**config.mk**
```make
export PLATFORM = sky130hd
export DESIGN_NAME = three_wire_rtc_register_access_flat
export DESIGN_NICKNAME = d
export VERILOG_FILES = /design/src/design/twrtc_pkg.sv /design/src/design/twrtc_in_if.sv /design/src/design/twrtc_out_if.sv /design/src/design/twrtc_step.sv /design/src/design/three_wire_rtc_register_access.sv /design/src/flat_wrapper.sv
export SDC_FILE = /design/constraint.sdc
export NUM_CORES = 1
export LEC_CHECK = 0
export BUFFER_PORTS_ARGS = -buffer_cell sky130_fd_sc_hd__buf_2
export CAP_MARGIN = 20
export CORE_MARGIN = 3
export CORE_UTILIZATION = 35
export CTS_BUF_LIST = sky130_fd_sc_hd__clkbuf_4
export CTS_CLUSTER_DIAMETER = 40
export DETAILED_ROUTE_END_ITERATION = 8
export PLACE_DENSITY = 0.5
export SLEW_MARGIN = 15
export SYNTH_ARGS = -nofsm -noshare
export SYNTH_HDL_FRONTEND = slang
export SYNTH_SLANG_ARGS = --single-unit
export TNS_END_PERCENT = 100
```
**constraint.sdc**
```tcl
create_clock -name clk -period 7.6 [get_ports clk]
set_input_delay 1.14 -clock clk [delete_from_list [all_inputs] [get_ports clk]]
set_output_delay 1.14 -clock clk [all_outputs]
set_load 0.02 [all_outputs]
```
**src/design/twrtc_pkg.sv**
```systemverilog
`timescale 1ns / 1ps
// ----------------------------------------------------------------------------
// Three-wire RTC access package
// Shared types, constants and BCD conversion functions for the bus master.
// ----------------------------------------------------------------------------
package twrtc_pkg;

	localparam int unsigned SetupTicks = 2;
	localparam int unsigned SetupEff   = (SetupTicks < 1) ? 1 :
		((SetupTicks > 15) ? 15 : SetupTicks);

	localparam logic [7:0] CmdLow      = 8'h80;
	localparam logic [7:0] CmdHigh     = 8'h91;
	localparam logic [7:0] MaskMinSec  = 8'h70;
	localparam logic [7:0] MaskHrDate  = 8'h30;
	localparam logic [7:0] MaskMonth   = 8'h10;
	localparam logic [7:0] MaskYear    = 8'hF0;
	localparam logic [7:0] MaskUnits   = 8'h0F;
	localparam logic [7:0] MaskWeekday = 8'h07;
	localparam logic [7:0] BadValue    = 8'hFF;

	localparam logic [3:0] RegSeconds = 4'd0;
	localparam logic [3:0] RegMinutes = 4'd1;
	localparam logic [3:0] RegHours   = 4'd2;
	localparam logic [3:0] RegDate    = 4'd3;
	localparam logic [3:0] RegMonth   = 4'd4;
	localparam logic [3:0] RegWeekday = 4'd5;
	localparam logic [3:0] RegYear    = 4'd6;
	localparam logic [3:0] RegControl = 4'd7;
	localparam logic [3:0] LastBit    = 4'd15;

	typedef enum logic [5:0] {
		PhIdle  = 6'b000001,
		PhSetup = 6'b000010,
		PhCmd   = 6'b000100,
		PhWdata = 6'b001000,
		PhRdata = 6'b010000,
		PhDone  = 6'b100000
	} twrtc_phase_t;

	typedef struct packed {
		logic       start_req;
		logic [7:0] command;
		logic [7:0] write_value;
		logic       io_sample;
	} twrtc_item_t;

	typedef struct packed {
		logic       chip_enable;
		logic       serial_clock;
		logic       data_drive;
		logic       data_out;
		logic       done_res;
		logic [7:0] read_value;
		logic       bad_command;
	} twrtc_res_t;

	typedef struct packed {
		twrtc_phase_t phase;
		logic [3:0]   tick;
		logic [7:0]   shift;
		logic [7:0]   cmd;
		logic [7:0]   data;
	} twrtc_state_t;

	function automatic logic [7:0] tens_mask(input logic [3:0] reg_idx);
		logic [7:0] m;
		unique case (reg_idx)
			RegSeconds, RegMinutes: m = MaskMinSec;
			RegHours, RegDate:      m = MaskHrDate;
			RegMonth:               m = MaskMonth;
			RegYear:                m = MaskYear;
			default:                m = 8'h00;
		endcase
		return m;
	endfunction

	function automatic logic [7:0] to_bcd(input logic [3:0] reg_idx, input logic [7:0] v);
		logic [18:0] prod;
		logic [4:0]  quo;
		logic [7:0]  rem;
		logic [7:0]  r;
		prod = {11'd0, v} * 19'd205;
		quo  = prod[15:11];
		rem  = v - ({3'd0, quo} << 3) - ({3'd0, quo} << 1);
		if (reg_idx == RegWeekday) begin
			r = v & MaskWeekday;
		end else if (reg_idx >= RegControl) begin
			r = v;
		end else begin
			r = (({3'd0, quo} << 4) & tens_mask(reg_idx)) | (rem & MaskUnits);
		end
		return r;
	endfunction

	function automatic logic [7:0] from_bcd(input logic [3:0] reg_idx, input logic [7:0] v);
		logic [7:0] hi;
		logic [7:0] tens;
		logic [7:0] r;
		hi   = v & tens_mask(reg_idx);
		tens = {4'd0, hi[7:4]};
		if (reg_idx == RegWeekday) begin
			r = v & MaskWeekday;
		end else if (reg_idx >= RegControl) begin
			r = v;
		end else begin
			r = (v & MaskUnits) + (tens << 3) + (tens << 1);
		end
		return r;
	endfunction

endpackage

```
**src/design/twrtc_in_if.sv**
```systemverilog
`timescale 1ns / 1ps
// ----------------------------------------------------------------------------
// Three-wire RTC request channel
// Valid/ready channel that carries one half-bit tick request.
// ----------------------------------------------------------------------------
interface twrtc_in_if;
	logic       valid;
	logic       ready;
	logic       start_req;
	logic [7:0] command;
	logic [7:0] write_value;
	logic       io_sample;

	modport source (output valid, start_req, command, write_value, io_sample, input ready);
	modport sink (input valid, start_req, command, write_value, io_sample, output ready);
endinterface

```
**src/design/twrtc_out_if.sv**
```systemverilog
`timescale 1ns / 1ps
// ----------------------------------------------------------------------------
// Three-wire RTC result channel
// Valid/ready channel that carries the bus levels and status of one tick.
// ----------------------------------------------------------------------------
interface twrtc_out_if;
	logic       valid;
	logic       ready;
	logic       chip_enable;
	logic       serial_clock;
	logic       data_drive;
	logic       data_out;
	logic       done_res;
	logic [7:0] read_value;
	logic       bad_command;

	modport source (output valid, chip_enable, serial_clock, data_drive, data_out,
		done_res, read_value, bad_command, input ready);
	modport sink (input valid, chip_enable, serial_clock, data_drive, data_out,
		done_res, read_value, bad_command, output ready);
endinterface

```
**src/design/twrtc_step.sv**
```systemverilog
`timescale 1ns / 1ps
// ----------------------------------------------------------------------------
// Three-wire RTC tick step
// Next-state and bus-level logic for one half-bit tick of the transaction.
// ----------------------------------------------------------------------------
module twrtc_step
	import twrtc_pkg::*;
(
	input  twrtc_state_t st,
	input  twrtc_item_t  item,
	output twrtc_state_t nxt,
	output twrtc_res_t   res
);

	logic [4:0] tick_inc;

	assign tick_inc = {1'b0, st.tick} + 5'd1;

	always_comb begin
		nxt = st;
		res = '0;
		unique case (st.phase)
			PhIdle: begin
				if (item.start_req) begin
					if (item.command < CmdLow || item.command > CmdHigh) begin
						res.done_res    = 1'b1;
						res.bad_command = 1'b1;
						res.read_value  = BadValue;
					end else begin
						nxt.cmd         = item.command;
						nxt.data        = to_bcd(item.command[4:1], item.write_value);
						nxt.shift       = item.command;
						nxt.tick        = 4'd0;
						nxt.phase       = PhSetup;
						res.chip_enable = 1'b1;
					end
				end
			end
			PhSetup: begin
				res.chip_enable = 1'b1;
				if (tick_inc >= SetupEff[4:0]) begin
					nxt.tick  = 4'd0;
					nxt.phase = PhCmd;
				end else begin
					nxt.tick = tick_inc[3:0];
				end
			end
			PhCmd, PhWdata: begin
				res.chip_enable  = 1'b1;
				res.data_drive   = 1'b1;
				res.data_out     = st.shift[0];
				res.serial_clock = st.tick[0];
				if (st.tick[0]) begin
					nxt.shift = {1'b0, st.shift[7:1]};
				end
				if (st.tick == LastBit) begin
					nxt.tick = 4'd0;
					if (st.phase == PhCmd && !st.cmd[0]) begin
						nxt.phase = PhWdata;
						nxt.shift = st.data;
					end else if (st.phase == PhCmd) begin
						nxt.phase = PhRdata;
						nxt.shift = 8'd0;
					end else begin
						nxt.phase = PhDone;
					end
				end else begin
					nxt.tick = tick_inc[3:0];
				end
			end
			PhRdata: begin
				res.chip_enable  = 1'b1;
				res.serial_clock = ~st.tick[0];
				if (st.tick[0]) begin
					nxt.shift = {item.io_sample, st.shift[7:1]};
				end
				if (st.tick == LastBit) begin
					nxt.tick  = 4'd0;
					nxt.phase = PhDone;
				end else begin
					nxt.tick = tick_inc[3:0];
				end
			end
			default: begin
				res.done_res   = 1'b1;
				res.read_value = st.cmd[0] ? from_bcd(st.cmd[4:1], st.shift) : 8'd0;
				nxt.tick       = 4'd0;
				nxt.phase      = PhIdle;
			end
		endcase
	end

endmodule

```
**src/design/three_wire_rtc_register_access.sv**
```systemverilog
`timescale 1ns / 1ps
// ----------------------------------------------------------------------------
// Three-wire RTC register access master
// Validates a register command, then drives enable, clock and data for one
// command byte and one BCD data byte, one half-bit tick per request.
//
// Channel  Dir  Payload
// in_ch    in   start_req, command, write_value, io_sample
// out_ch   out  chip_enable, serial_clock, data_drive, data_out, done_res,
//               read_value, bad_command
//
// Each request yields one result, held first in the input register and then
// in the result register.
// A new request is accepted every cycle while results are being taken.
// A stalled result holds the result register, and one more request waits in
// the input register before ready drops.
// Reset returns the bus sequencer to idle with all counters cleared.
// ----------------------------------------------------------------------------
module three_wire_rtc_register_access
	import twrtc_pkg::*;
(
	input  logic          clk,
	input  logic          arst_n,
	twrtc_in_if.sink      in_ch,
	twrtc_out_if.source   out_ch
);

	logic         valid_s1;
	twrtc_item_t  item_s1;
	logic         valid_s2;
	twrtc_res_t   res_s2;
	twrtc_state_t state_q;
	twrtc_state_t state_nxt;
	twrtc_res_t   res_nxt;
	logic         advance;

	assign advance     = valid_s1 && (!valid_s2 || out_ch.ready);
	assign in_ch.ready = !valid_s1 || advance;

	always_ff @(posedge clk or negedge arst_n) begin
		if (!arst_n) begin
			valid_s1 <= 1'b0;
		end else if (in_ch.ready) begin
			valid_s1 <= in_ch.valid;
		end
	end

	always_ff @(posedge clk) begin
		if (in_ch.valid && in_ch.ready) begin
			item_s1 <= '{start_req: in_ch.start_req, command: in_ch.command,
				write_value: in_ch.write_value, io_sample: in_ch.io_sample};
		end
	end

	twrtc_step u_step (
		.st   (state_q),
		.item (item_s1),
		.nxt  (state_nxt),
		.res  (res_nxt)
	);

	always_ff @(posedge clk or negedge arst_n) begin
		if (!arst_n) begin
			state_q <= '{phase: PhIdle, tick: 4'd0, shift: 8'd0, cmd: 8'd0, data: 8'd0};
			valid_s2 <= 1'b0;
		end else begin
			if (advance) begin
				state_q <= state_nxt;
			end
			if (advance) begin
				valid_s2 <= 1'b1;
			end else if (out_ch.ready) begin
				valid_s2 <= 1'b0;
			end
		end
	end

	always_ff @(posedge clk) begin
		if (advance) begin
			res_s2 <= res_nxt;
		end
	end

	assign out_ch.valid        = valid_s2;
	assign out_ch.chip_enable  = res_s2.chip_enable;
	assign out_ch.serial_clock = res_s2.serial_clock;
	assign out_ch.data_drive   = res_s2.data_drive;
	assign out_ch.data_out     = res_s2.data_out;
	assign out_ch.done_res     = res_s2.done_res;
	assign out_ch.read_value   = res_s2.read_value;
	assign out_ch.bad_command  = res_s2.bad_command;

	a_ready_when_empty: assert property (@(posedge clk) disable iff (!arst_n)
		!valid_s2 |-> in_ch.ready)
		else $error("Request stalled while the result register is empty.");

	a_idle_tick_clear: assert property (@(posedge clk) disable iff (!arst_n)
		state_q.phase == PhIdle |-> state_q.tick == 4'd0)
		else $error("Tick counter not clear in idle.");

	a_bad_result: assert property (@(posedge clk) disable iff (!arst_n)
		(valid_s2 && res_s2.bad_command) |->
		(res_s2.done_res && res_s2.read_value == BadValue && !res_s2.chip_enable))
		else $error("Rejected command result is malformed.");

	a_drive_only_bus: assert property (@(posedge clk) disable iff (!arst_n)
		(advance && state_q.phase == PhRdata) |=> (valid_s2 && !res_s2.data_drive))
		else $error("Data pin driven during a read.");

endmodule
```
**src/flat_wrapper.sv**
```systemverilog
// flat-port wrapper written by rule: the top's interface ports become plain ports
module three_wire_rtc_register_access_flat import twrtc_pkg::*;
  (clk, arst_n, in_ch_valid, in_ch_start_req, in_ch_command, in_ch_write_value, in_ch_io_sample, in_ch_ready, out_ch_valid, out_ch_chip_enable, out_ch_serial_clock, out_ch_data_drive, out_ch_data_out, out_ch_done_res, out_ch_read_value, out_ch_bad_command, out_ch_ready);
  twrtc_in_if in_ch_i ();
  twrtc_out_if out_ch_i ();
  input  logic clk;
  input  logic arst_n;
  input wire logic [$bits(in_ch_i.valid)-1:0] in_ch_valid;
  input wire logic [$bits(in_ch_i.start_req)-1:0] in_ch_start_req;
  input wire logic [$bits(in_ch_i.command)-1:0] in_ch_command;
  input wire logic [$bits(in_ch_i.write_value)-1:0] in_ch_write_value;
  input wire logic [$bits(in_ch_i.io_sample)-1:0] in_ch_io_sample;
  output wire logic [$bits(in_ch_i.ready)-1:0] in_ch_ready;
  output wire logic [$bits(out_ch_i.valid)-1:0] out_ch_valid;
  output wire logic [$bits(out_ch_i.chip_enable)-1:0] out_ch_chip_enable;
  output wire logic [$bits(out_ch_i.serial_clock)-1:0] out_ch_serial_clock;
  output wire logic [$bits(out_ch_i.data_drive)-1:0] out_ch_data_drive;
  output wire logic [$bits(out_ch_i.data_out)-1:0] out_ch_data_out;
  output wire logic [$bits(out_ch_i.done_res)-1:0] out_ch_done_res;
  output wire logic [$bits(out_ch_i.read_value)-1:0] out_ch_read_value;
  output wire logic [$bits(out_ch_i.bad_command)-1:0] out_ch_bad_command;
  input wire logic [$bits(out_ch_i.ready)-1:0] out_ch_ready;
  assign in_ch_i.valid = in_ch_valid;
  assign in_ch_i.start_req = in_ch_start_req;
  assign in_ch_i.command = in_ch_command;
  assign in_ch_i.write_value = in_ch_write_value;
  assign in_ch_i.io_sample = in_ch_io_sample;
  assign in_ch_ready = in_ch_i.ready;
  assign out_ch_valid = out_ch_i.valid;
  assign out_ch_chip_enable = out_ch_i.chip_enable;
  assign out_ch_serial_clock = out_ch_i.serial_clock;
  assign out_ch_data_drive = out_ch_i.data_drive;
  assign out_ch_data_out = out_ch_i.data_out;
  assign out_ch_done_res = out_ch_i.done_res;
  assign out_ch_read_value = out_ch_i.read_value;
  assign out_ch_bad_command = out_ch_i.bad_command;
  assign out_ch_i.ready = out_ch_ready;
  three_wire_rtc_register_access u_core (.clk(clk), .arst_n(arst_n), .in_ch(in_ch_i), .out_ch(out_ch_i));
endmodule
```
; After elaboration in Yosys (flattened, before gate mapping)
; Index checks and enable logic that the tools add are counted.
[word_totals]
input_bits = 22
reg_bits = 68
[op_classes]
eq_ne = 24
magnitude_cmp = 5
bitwise = 5
mul = 1
add_sub_neg = 5
n_reduce_logical = 25
mux = 39
[ops]
columns = cell, count
row1 = 2-to-1 mux 8 bit, 16
row2 = 2-to-1 mux 34 bit, 2
row3 = case mux 8 bit (4 select lines), 2
row4 = case mux 10 bit (4 select lines), 1
row5 = 2-to-1 mux 6 bit, 5
row6 = "equality test 4 x 3 -> 1 bit, second input constant", 6
row7 = case mux 8 bit (3 select lines), 1
row8 = 2-to-1 mux 10 bit, 2
row9 = case mux 9 bit (2 select lines), 1
row10 = AND 8 bit, 2
row11 = "equality test 4 x 2 -> 1 bit, second input constant", 4
row12 = "multiplier 8 x 8 -> 15 bit, second input constant", 1
row13 = OR reduction 2 bit, 5
row14 = adder 4 x 7 -> 8 bit, 1
row15 = adder 8 x 5 -> 8 bit, 1
row16 = "equality test 4 x 1 -> 1 bit, second input constant", 2
row17 = ">= comparator 4 x 3 -> 1 bit, second input constant", 2
row18 = "greater-than comparator 8 bit, second input constant", 1
row19 = zero test 4 bit, 2
row20 = "less-than comparator 8 bit, second input constant", 1
row21 = 2-to-1 mux 4 bit, 2
row22 = "!= test 2 bit, second input constant", 4
row23 = bitwise OR 8 x 4 -> 8 bit, 1
row24 = subtractor 4 bit, 2
row25 = other kinds (25), 37

; Depth between registers and ports, before layout
; Gate-level depths: netlist of the first run.
[logic_depth]
depth_word = 15
mapped_depth = 22
mapped_depth_nobuf = 22

; Cells and area by module
; A second synthesis of the first run with hierarchy kept.
[unflattened]
hier_cells = 453
hier_area_um2 = 4917.2
[modules_own_cells]
columns = mod, area_per_inst_um2, cells_each, instances
row1 = twrtc_step, 2473.6, 341, 1
row2 = three_wire_rtc_register_access, 2443.6, 112, 1

; Worst setup path after synthesis of the first run
; OpenSTA, ideal clock, no wires.
[synth_path]
path_kind = flip-flop to flip-flop
from = reg u_core.item_s1[2] (netlist name)
to = reg u_core.state_q[3] (netlist name)
period_less_slack_ns = 5.390
path_stages_with_launch = 22
path_buffers = 0
t_required_ns = 7.480
setup_slack_ns = 2.210
t_arrival_ns = 5.271
cell_sequence = edfxtp_1 -> ha_1 -> xor2_1 -> ha_1 -> fa_1 -> inv_1 -> fa_1 -> inv_1 -> ha_1 -> a211o_1 -> o211a_1 -> a211oi_1 -> o21bai_1 -> xor2_1 -> ha_1 -> nor3b_1 -> nor2_1 -> a32o_1 -> nor3_1 -> xnor2_1 -> xor2_1 -> a31o_1
[synth_between]
elab_chain_cells = 6
[synth_lines]
columns = element, line_no
row1 = from (decl), three_wire_rtc_register_access.sv:29  ; twrtc_item_t item_s1;
row2 = from (signal assigned), three_wire_rtc_register_access.sv:50  ; item_s1 <= '{start_req: in_ch.start_req, command: in_ch.command,
row3 = multiplier 8 x 8 -> 15 bit, twrtc_pkg.sv:83  ; prod = {11'd0, v} * 19'd205;
row4 = subtractor 4 bit, twrtc_pkg.sv:85  ; rem = v - ({3'd0, quo} << 3) - ({3'd0, quo} << 1);
row5 = subtractor 4 bit *, twrtc_pkg.sv:85
row6 = bitwise OR 8 x 4 -> 8 bit *, twrtc_pkg.sv:91  ; r = (({3'd0, quo} << 4) & tens_mask(reg_idx)) | (rem & MaskUnits);
row7 = 2-to-1 mux 8 bit *, twrtc_pkg.sv:88  ; end else if (reg_idx >= RegControl) begin
row8 = 2-to-1 mux 8 bit *, twrtc_pkg.sv:86  ; if (reg_idx == RegWeekday) begin
row9 = to (signal assigned), three_wire_rtc_register_access.sv:64  ; state_q <= '{phase: PhIdle, tick: 4'd0, shift: 8'd0, cmd: 8'd0, data: 8'd0};
row10 = to (signal assigned), three_wire_rtc_register_access.sv:68  ; state_q <= state_nxt;
row11 = to (decl), three_wire_rtc_register_access.sv:32  ; twrtc_state_t state_q;
; Mark *: on every way between the ends. The rest lies on a longest branch, timed or not.
; A chain may end at the register's enable or synchronous reset.

; Worst setup path in the final report of the first run
; Ends and elaborated chain as after synthesis.

==> impl_metrics.tcl, run 1 <==
set metrics [dict create \
    share_comb_of_total_power_pct 42.7 \
    worst-path-max-fanout 6 \
    avgSynthCellArea_um2 10.4 \
    antenna_violations_before_repair 0 \
    design.die.area_um2 14500 \
    synthesis.instances 442 \
    synth.net_count 528 \
    total_track_usage_pct 14.4 \
    count_of_flip_flops_with_a_built_in_enable_after_synthesis 32 \
    crit_path_top_delay_cell "sky130_fd_sc_hd__fa_1" \
    power.share.clock_pct 20.5 \
    i_o_pin_cnt 38 \
    largest_net_degree_at_the_start_of_global_routing 34 \
    synth_ff_type "sky130_fd_sc_hd__edfxtp_1" \
    tritoncts_clock_tree "built" \
    syn-cell-area_um2 4580 \
    internal-power_mw 0.886 \
    post_cts.repair.setup_buffers 0 \
    worst-endpoint-arrival_ps 6140 \
    dp_worst_setup_slack_ps 1800 \
    placed_cells_incl_taps 639 \
    initial_utilization_pct 36.0 \
    final_weighted_congestion_in_routability_driven_placement 0.901 \
    critical_path.startpoint "u_core.item_s1[2]$_DFFE_PP_" \
    core-area_um2 12700 \
    cts_repair_resize_count 0 \
    status "completed" \
    netSwitchingFraction_pct 38.7 \
    yosys_register_bits 65 \
    synth_async_sr_flop_share_pct 50.8 \
    power_density_nw_per_um2 284 \
    detailedRoute.firstPassIterationCount 4 \
    grt_pass1_wl_um 16300 \
    insertion_delay_ps 430 \
    cts_buffer_depth 2 \
    drt_drc 0 \
    filler_instances 1294 \
    hold-worst-slack_ps 504 \
    cts_num_sinks 65 \
    timing_limited_maximum_frequency_ghz 0.172 \
    final_hold_viol_count 0 \
    crit_path_end_kind "register" \
    dp_hpwl_um 7660 \
    startpoint_of_the_worst_slack_reg_to_reg_timing_path "u_core.item_s1[2]$_DFFE_PP_" \
    num_vias 3228 \
    synth_warnings 0 \
    setup_total_negative_slack_ps 0 \
    fin_ws_ps 1790 \
    static-leakage-power_nw 2.32 \
    slew_viol_final 0 \
    drt_iter0_markers 164 \
    total_overflow_reported_by_the_global_router 0 \
    post_detailed_route_wirelength_per_cell_um 14.8 \
    number_of_nets_with_antenna_violations_after_detailed_routing 0 \
    vdd.ir_drop.worst_mv 0.103 \
    detail_route.vias_per_cell 4.93 \
    num_rows 41 \
    stdcell_count 655 \
    synthDominantCellAreaShare_pct 21.0 \
    drt-total-wl_um 9690 \
    maxSlewHeadroom_pct 36.7 \
    ctsHtreeMaxLevel 3 \
    post_synth_num_cell_types 60 \
    netSwitchingPower_mw 0.559 \
    final_net_count 564 \
    synth.top_cells.by_area "sky130_fd_sc_hd__edfxtp_1 (21%), sky130_fd_sc_hd__dfrtp_1 (17%), sky130_fd_sc_hd__ha_1 (14%)" \
    synthDominantAreaCellType "sky130_fd_sc_hd__edfxtp_1" \
    chipHeight_um 120 \
    fin_worst_skew_ps 18.1 \
    drive_gt1_share_pct 14.9 \
    setup-violations-final 0 \
    delay_of_the_slowest_critical_path_stage_ps 530 \
    chipWidth_um 120 \
    synth_to_final_area_change_pct 11.1 \
    seq_area_frac_synth_pct 39.1 \
    cts.root.buffer_cell "sky130_fd_sc_hd__clkbuf_4" \
    final.min_clock_period_ps 5810 \
    worst_slew_pin_slew_ps 949 \
    worst_ep_required_time_ps 7920 \
    worst_setup_hold_path_clk_slew_ps 120 \
    cts-buffers-inserted 9 \
    critical_path_class "register to register" \
    io_buffers 37 \
    timing.max_cap.violations 0 \
    layout_worst_path_cycle_share_pct 76.5 \
    crit_path_cell_trace "ha_1 > xor2_1 > ha_1 > fa_1 > inv_1 > fa_1 > inv_1 > ha_1 > a211o_1 > o211a_1 > a211oi_1 > o21bai_1 > xor2_1 > ha_1 > nor3b_1 > nor2_1 > a32o_1 > nor3_1 > xnor2_1 > xor2_1 > a31o_1" \
    cts_hold_buf 0 \
    insertedDiodeCount 0 \
    hold_class "register to register" \
    min_from "u_core.state_q[6]$_DFFE_PN0P_" \
    critPathLaunchType "register" \
    crit_top_cell "sky130_fd_sc_hd__ha_1" \
    rsz0062_at_grt "false" \
    power.share.sequential_pct 36.8 \
    grt_pass1_vias 3276 \
]
-- cells in the final DEF, fill, tap and decap left out, types with 2 or more instances in the layout --
cell type	synthesis	layout
sky130_fd_sc_hd__nor4_1	2	2
sky130_fd_sc_hd__o21ai_0	34	34
sky130_fd_sc_hd__and3_1	4	4
sky130_fd_sc_hd__bufinv_16	0	3
sky130_fd_sc_hd__nor4b_1	2	2
sky130_fd_sc_hd__or2_2	2	2
sky130_fd_sc_hd__mux2_2	9	9
sky130_fd_sc_hd__o21a_1	2	2
sky130_fd_sc_hd__mux2i_1	15	15
sky130_fd_sc_hd__nand2b_1	7	7
sky130_fd_sc_hd__clkinv_1	1	2
sky130_fd_sc_hd__nor3_1	6	6
sky130_fd_sc_hd__nand4_1	2	2
sky130_fd_sc_hd__edfxtp_1	32	32
sky130_fd_sc_hd__nand3_1	8	8
sky130_fd_sc_hd__o211ai_1	3	3
sky130_fd_sc_hd__a31oi_1	2	2
sky130_fd_sc_hd__buf_2	1	37
sky130_fd_sc_hd__clkbuf_4	0	10
sky130_fd_sc_hd__nand3b_1	3	3
sky130_fd_sc_hd__a21o_1	5	5
sky130_fd_sc_hd__xnor2_1	11	11
sky130_fd_sc_hd__o21bai_1	3	3
sky130_fd_sc_hd__ha_1	52	52
sky130_fd_sc_hd__xor2_1	8	8
sky130_fd_sc_hd__nor3b_1	3	3
sky130_fd_sc_hd__and2_1	4	4
sky130_fd_sc_hd__dfrtp_1	32	32
sky130_fd_sc_hd__a22oi_1	3	3
sky130_fd_sc_hd__fa_1	12	12
sky130_fd_sc_hd__nand2_1	32	32
sky130_fd_sc_hd__a221oi_1	6	6
sky130_fd_sc_hd__a211oi_1	11	11
sky130_fd_sc_hd__a21oi_1	26	26
sky130_fd_sc_hd__inv_1	47	47
sky130_fd_sc_hd__nor2_1	19	19
-- cell usage after synthesis, drive strengths merged, types with 5 or more instances --
cell type,instances
ha,52
inv,47
o21ai,35
nand2,33
dfrtp,32
edfxtp,32
a21oi,27
nor2,19
mux2i,15
fa,12
a211oi,11
xnor2,11
mux2,9
nand3,8
nor3,8
xor2,8
buf,7
nand2b,7
a221oi,6
a21o,5
clkbuf,5
-- per-stage QoR --
| step | instance area (um2) | utilization [%] | power (mW) |
|---|---|---|---|
| 5_1_grt | 5090 | 40.0 | 1.58 |
| 3_3_place_gp | 4900 | 38.6 | 1.16 |
| 3_5_place_dp | 4900 | 38.6 | 1.17 |
| 4_1_cts | 5090 | 40.0 | 1.47 |
| 2_1_floorplan | 4580 | - | 1.00 |
| 6_report | 5090 | 40.0 | 1.45 |
-- flip-flops by register name, summed over array words and instances (netlist names) --
signal / flops
u_core.out_ch.data_drive: 1
u_core.state_q: 31
u_core.out_ch.chip_enable: 1
u_core.out_ch.bad_command: 1
u_core.out_ch.data_out: 1
u_core.item_s1: 18
u_core.valid_s1: 1
u_core.out_ch.serial_clock: 1
u_core.out_ch.done_res: 1
u_core.out_ch.read_value: 8
u_core.out_ch.valid: 1
-- critical path, delay by kind of cell, from the launching register on --
kind / cells / cell delay [ps]
compound gates: 6 / 1410
xor+xnor: 4 / 600
fa+ha+maj: 6 / 2360
buf+inv: 2 / 100
flops: 1 / 510
simple gates: 3 / 740
-- logic make-up (layout without fill, tap and decap cells) --
logic type / Yosys count / in the layout / synth area share [%]
AOI/OAI and AO/OA: 106 / 106 / 14.5
xor gates and xnor gates: 19 / 19 / 3.64
adders and majority gates: 64 / 64 / 19.5
buffers and inverters: 60 / 101 / 5.52
DFF: 65 / 65 / 39.1
muxes: 24 / 24 / 5.49
and+or+nand+nor: 104 / 104 / 12.4
-- routing by layer --
metal	wire length [um]	track usage, %
met4	134	4.67
met3	409	4.07
met1	4750	19.5
met2	4390	22.3
met5	0	0
-- power by group through the flow --
stage	clock (mW)	combinational (mW)	sequential, mW
global placement	0	0.618	0.539
finish	0.296	0.617	0.532
floorplan	0	0.478	0.525
global route	0.320	0.713	0.543
detailed placement	0	0.625	0.541
CTS	0.309	0.629	0.533
-- path summary, 6_finish.rpt --
| kind | to | slack, ps | cells past startpoint |
|---|---|---|---|
| setup / recovery | u_core.state_q[3]$_DFFE_PN0P_ | 1790 | 21 |
| min in group asynchronous | u_core.state_q[26]$_DFFE_PN0P_ | 770 | 1 |
| max in group asynchronous | u_core.state_q[0]$_DFFE_PN0P_ | 6320 | 1 |
| hold / removal | u_core.state_q[6]$_DFFE_PN0P_ | 500 | 1 |
| setup reg to reg | u_core.state_q[3]$_DFFE_PN0P_ | 1790 | 21 |
| hold reg to reg | u_core.state_q[6]$_DFFE_PN0P_ | 500 | 1 |
-- layout make-up --
cell class / count / area, um2 / area share, %
well taps: 172 / 215 / 4.23
clock inverters: 6 / 106 / 2.09
clock buffers: 10 / 75.1 / 1.48
flip-flops and latches: 65 / 1790 / 35.2
multi-input cells: 317 / 2540 / 49.9
repair buffers: 37 / 185 / 3.64
inverters: 48 / 180 / 3.54
Power figures use the tool's default switching activity.
==> run 2: changes to the inputs <==
==> constraint.sdc (replaced) <==
create_clock -name clk -period 5.6 [get_ports clk]
set_input_delay 0.84 -clock clk [delete_from_list [all_inputs] [get_ports clk]]
set_output_delay 0.84 -clock clk [all_outputs]
set_load 0.02 [all_outputs]
==> impl_metrics.tcl, run 2 (synthesis results as in run 1) <==
set metrics [dict create \
    worst-path-max-fanout 4 \
    tritoncts_clock_tree "built" \
    slew_viol_final 0 \
    final_design_area_no_fill_um2 5110 \
    io_buffers 37 \
    total_overflow_reported_by_the_global_router 0 \
    post_detailed_route_wirelength_per_cell_um 14.6 \
    timing_limited_maximum_frequency_ghz 0.189 \
    maxSlewHeadroom_pct 33.9 \
    drt_iter0_markers 145 \
    placed_cells_incl_taps 646 \
    crit_path_end_kind "register" \
    insertedDiodeCount 0 \
    power_density_nw_per_um2 370 \
    fin_total_pwr_mw 1.89 \
    antenna_violations_before_repair 0 \
    design.die.area_um2 14500 \
    insertion_delay_ps 420 \
    i_o_pin_cnt 38 \
    grt_pass1_wl_um 16900 \
    drt-total-wl_um 9640 \
    timing.max_cap.violations 0 \
    critical_path_class "register to register" \
    cts.root.buffer_cell "sky130_fd_sc_hd__clkbuf_4" \
    worst_setup_hold_path_clk_slew_ps 110 \
    cts_hold_buf 0 \
    worst-endpoint-arrival_ps 5610 \
    cts_buffer_depth 2 \
    largest_register "u_core.state_q" \
    critPathLaunchType "register" \
    largest_net_degree_at_the_start_of_global_routing 34 \
    grt_pass1_vias 3467 \
    synth_to_final_area_change_pct 11.7 \
    area_taken_by_flip_flops_and_latches_um2 1790 \
    multi_input_area_um2 2560 \
    final_net_count 571 \
    num_vias 3327 \
    worst_slew_pin_slew_ps 991 \
    final_weighted_congestion_in_routability_driven_placement 0.841 \
    num_rows 41 \
    dp_hpwl_um 7700 \
    dpl_cell_area_um2 4960 \
    final_hold_viol_count 0 \
    chipHeight_um 120 \
    drt_drc 0 \
    largest_register_ff_count 31 \
    final_core_utilization_pct 40.2 \
    hold_class "input port to async pin" \
    internal-power_mw 1.13 \
    netSwitchingFraction_pct 40.1 \
    total_track_usage_pct 14.7 \
    fin_worst_skew_ps 9.92 \
    stdcell_count 662 \
    layout_worst_path_cycle_share_pct 94.5 \
    core-area_um2 12700 \
    vdd.ir_drop.worst_mv 0.170 \
    cts_num_sinks 65 \
    filler_instances 1296 \
    power.share.clock_pct 16.3 \
    power.share.sequential_pct 38.1 \
    chipWidth_um 120 \
    status "completed" \
    initial_utilization_pct 36.0 \
    cts_repair_resize_count 1 \
    detail_route.vias_per_cell 5.03 \
    netSwitchingPower_mw 0.759 \
    most-common-layout-cells "sky130_fd_sc_hd__ha_1 (52), sky130_fd_sc_hd__inv_1 (47), sky130_fd_sc_hd__buf_2 (37), sky130_fd_sc_hd__o21ai_0 (34)" \
    post_cts.repair.setup_buffers 0 \
    cts-buffers-inserted 9 \
    setup-violations-final 0 \
    layout_commonest_cell "sky130_fd_sc_hd__ha_1" \
    static-leakage-power_nw 2.35 \
    drive_gt1_share_pct 16.7 \
    ctsHtreeMaxLevel 3 \
    number_of_nets_with_antenna_violations_after_detailed_routing 0 \
    detailedRoute.firstPassIterationCount 4 \
    share_comb_of_total_power_pct 45.6 \
    final.min_clock_period_ps 5290 \
    worst_ep_required_time_ps 5920 \
]
## run 2: cell count changes in the layout (fill, tap and decap cells not counted)
cell,delta
sky130_fd_sc_hd__nor3b_4,+1
sky130_fd_sc_hd__clkinv_4,+1
sky130_fd_sc_hd__a211oi_1,-1
sky130_fd_sc_hd__a211oi_2,+1
sky130_fd_sc_hd__nor3_2,+1
sky130_fd_sc_hd__nor3_1,-1
sky130_fd_sc_hd__inv_4,+1
sky130_fd_sc_hd__clkinvlp_4,-1
sky130_fd_sc_hd__nor3b_1,-1
sky130_fd_sc_hd__buf_4,+7
sky130_fd_sc_hd__bufinv_16,-2
sky130_fd_sc_hd__inv_2,+1
## run 2: through the flow
stage	setup slack [ps]	TNS (ps)	hold WS [ps]
floorplan	210	0	452
global placement	81.9	0	478
detailed placement	-41.6	-41.6	481
CTS	117	0	485
global route	-14.5	-14.5	496
finish	308	0	471
## run 2: power groups by stage
| stage | Clock (mW) | Sequential, mW | Combinational (mW) |
|---|---|---|---|
| 6_report | 0.309 | 0.721 | 0.863 |
| 3_5_place_dp | 0 | 0.733 | 0.856 |
| 3_3_place_gp | 0 | 0.729 | 0.846 |
| 5_1_grt | 0.345 | 0.739 | 1.00 |
| 4_1_cts | 0.322 | 0.722 | 0.864 |
| 2_1_floorplan | 0 | 0.712 | 0.648 |
## run 2: critical path: stages (launching register included)
cell                       delay [ps]
sky130_fd_sc_hd__edfxtp_1         410
sky130_fd_sc_hd__ha_1             360
sky130_fd_sc_hd__xor2_1           180
sky130_fd_sc_hd__ha_1             310
sky130_fd_sc_hd__fa_1             510
sky130_fd_sc_hd__inv_1             50
sky130_fd_sc_hd__fa_1             520
sky130_fd_sc_hd__inv_1             40
sky130_fd_sc_hd__ha_1             330
sky130_fd_sc_hd__a211o_1          320
sky130_fd_sc_hd__o211a_1          140
sky130_fd_sc_hd__a211oi_2         220
sky130_fd_sc_hd__o21bai_1         100
sky130_fd_sc_hd__xor2_1           160
sky130_fd_sc_hd__ha_1             320
sky130_fd_sc_hd__nor3b_4          250
sky130_fd_sc_hd__nor2_1            70
sky130_fd_sc_hd__a32o_1           260
sky130_fd_sc_hd__nor3_2           200
sky130_fd_sc_hd__xnor2_1           90
sky130_fd_sc_hd__xor2_1           140
sky130_fd_sc_hd__a31o_1           220
## run 2: final cells by class
| class | instances | area share [%] |
|---|---|---|
| tap | 172 | 4.21 |
| sequential | 65 | 35.0 |
| multi-input combinational | 317 | 50.0 |
| timing repair buffer | 44 | 4.65 |
| clock inverter | 6 | 1.13 |
| inverter | 48 | 3.53 |
| clock buffer | 10 | 1.47 |
## run 2: final timing paths
check / from / to / slack (ps) / cells past startpoint
max: u_core.item_s1[2]$_DFFE_PP_ / u_core.state_q[3]$_DFFE_PN0P_ / 310 / 21
min: arst_n / u_core.state_q[26]$_DFFE_PN0P_ / 470 / 1
max reg2reg: u_core.item_s1[2]$_DFFE_PP_ / u_core.state_q[3]$_DFFE_PN0P_ / 310 / 21
min reg2reg: u_core.valid_s1$_DFFE_PN0N_ / u_core.out_ch.valid$_DFFE_PN0P_ / 500 / 1
max in group asynchronous: arst_n / u_core.state_q[24]$_DFFE_PN0P_ / 4630 / 1
min in group clk: u_core.valid_s1$_DFFE_PN0N_ / u_core.out_ch.valid$_DFFE_PN0P_ / 500 / 1
## run 2: routing by layer
metal,up-vias,part of all wire (%),routed length [um],track usage (%)
li1,1676,-,-,-
met1,1594,48,4630,19.5
met2,48,47,4570,24.1
met3,9,3.5,340,3.65
met4,0,1.1,104,3.47
met5,-,0,0,0
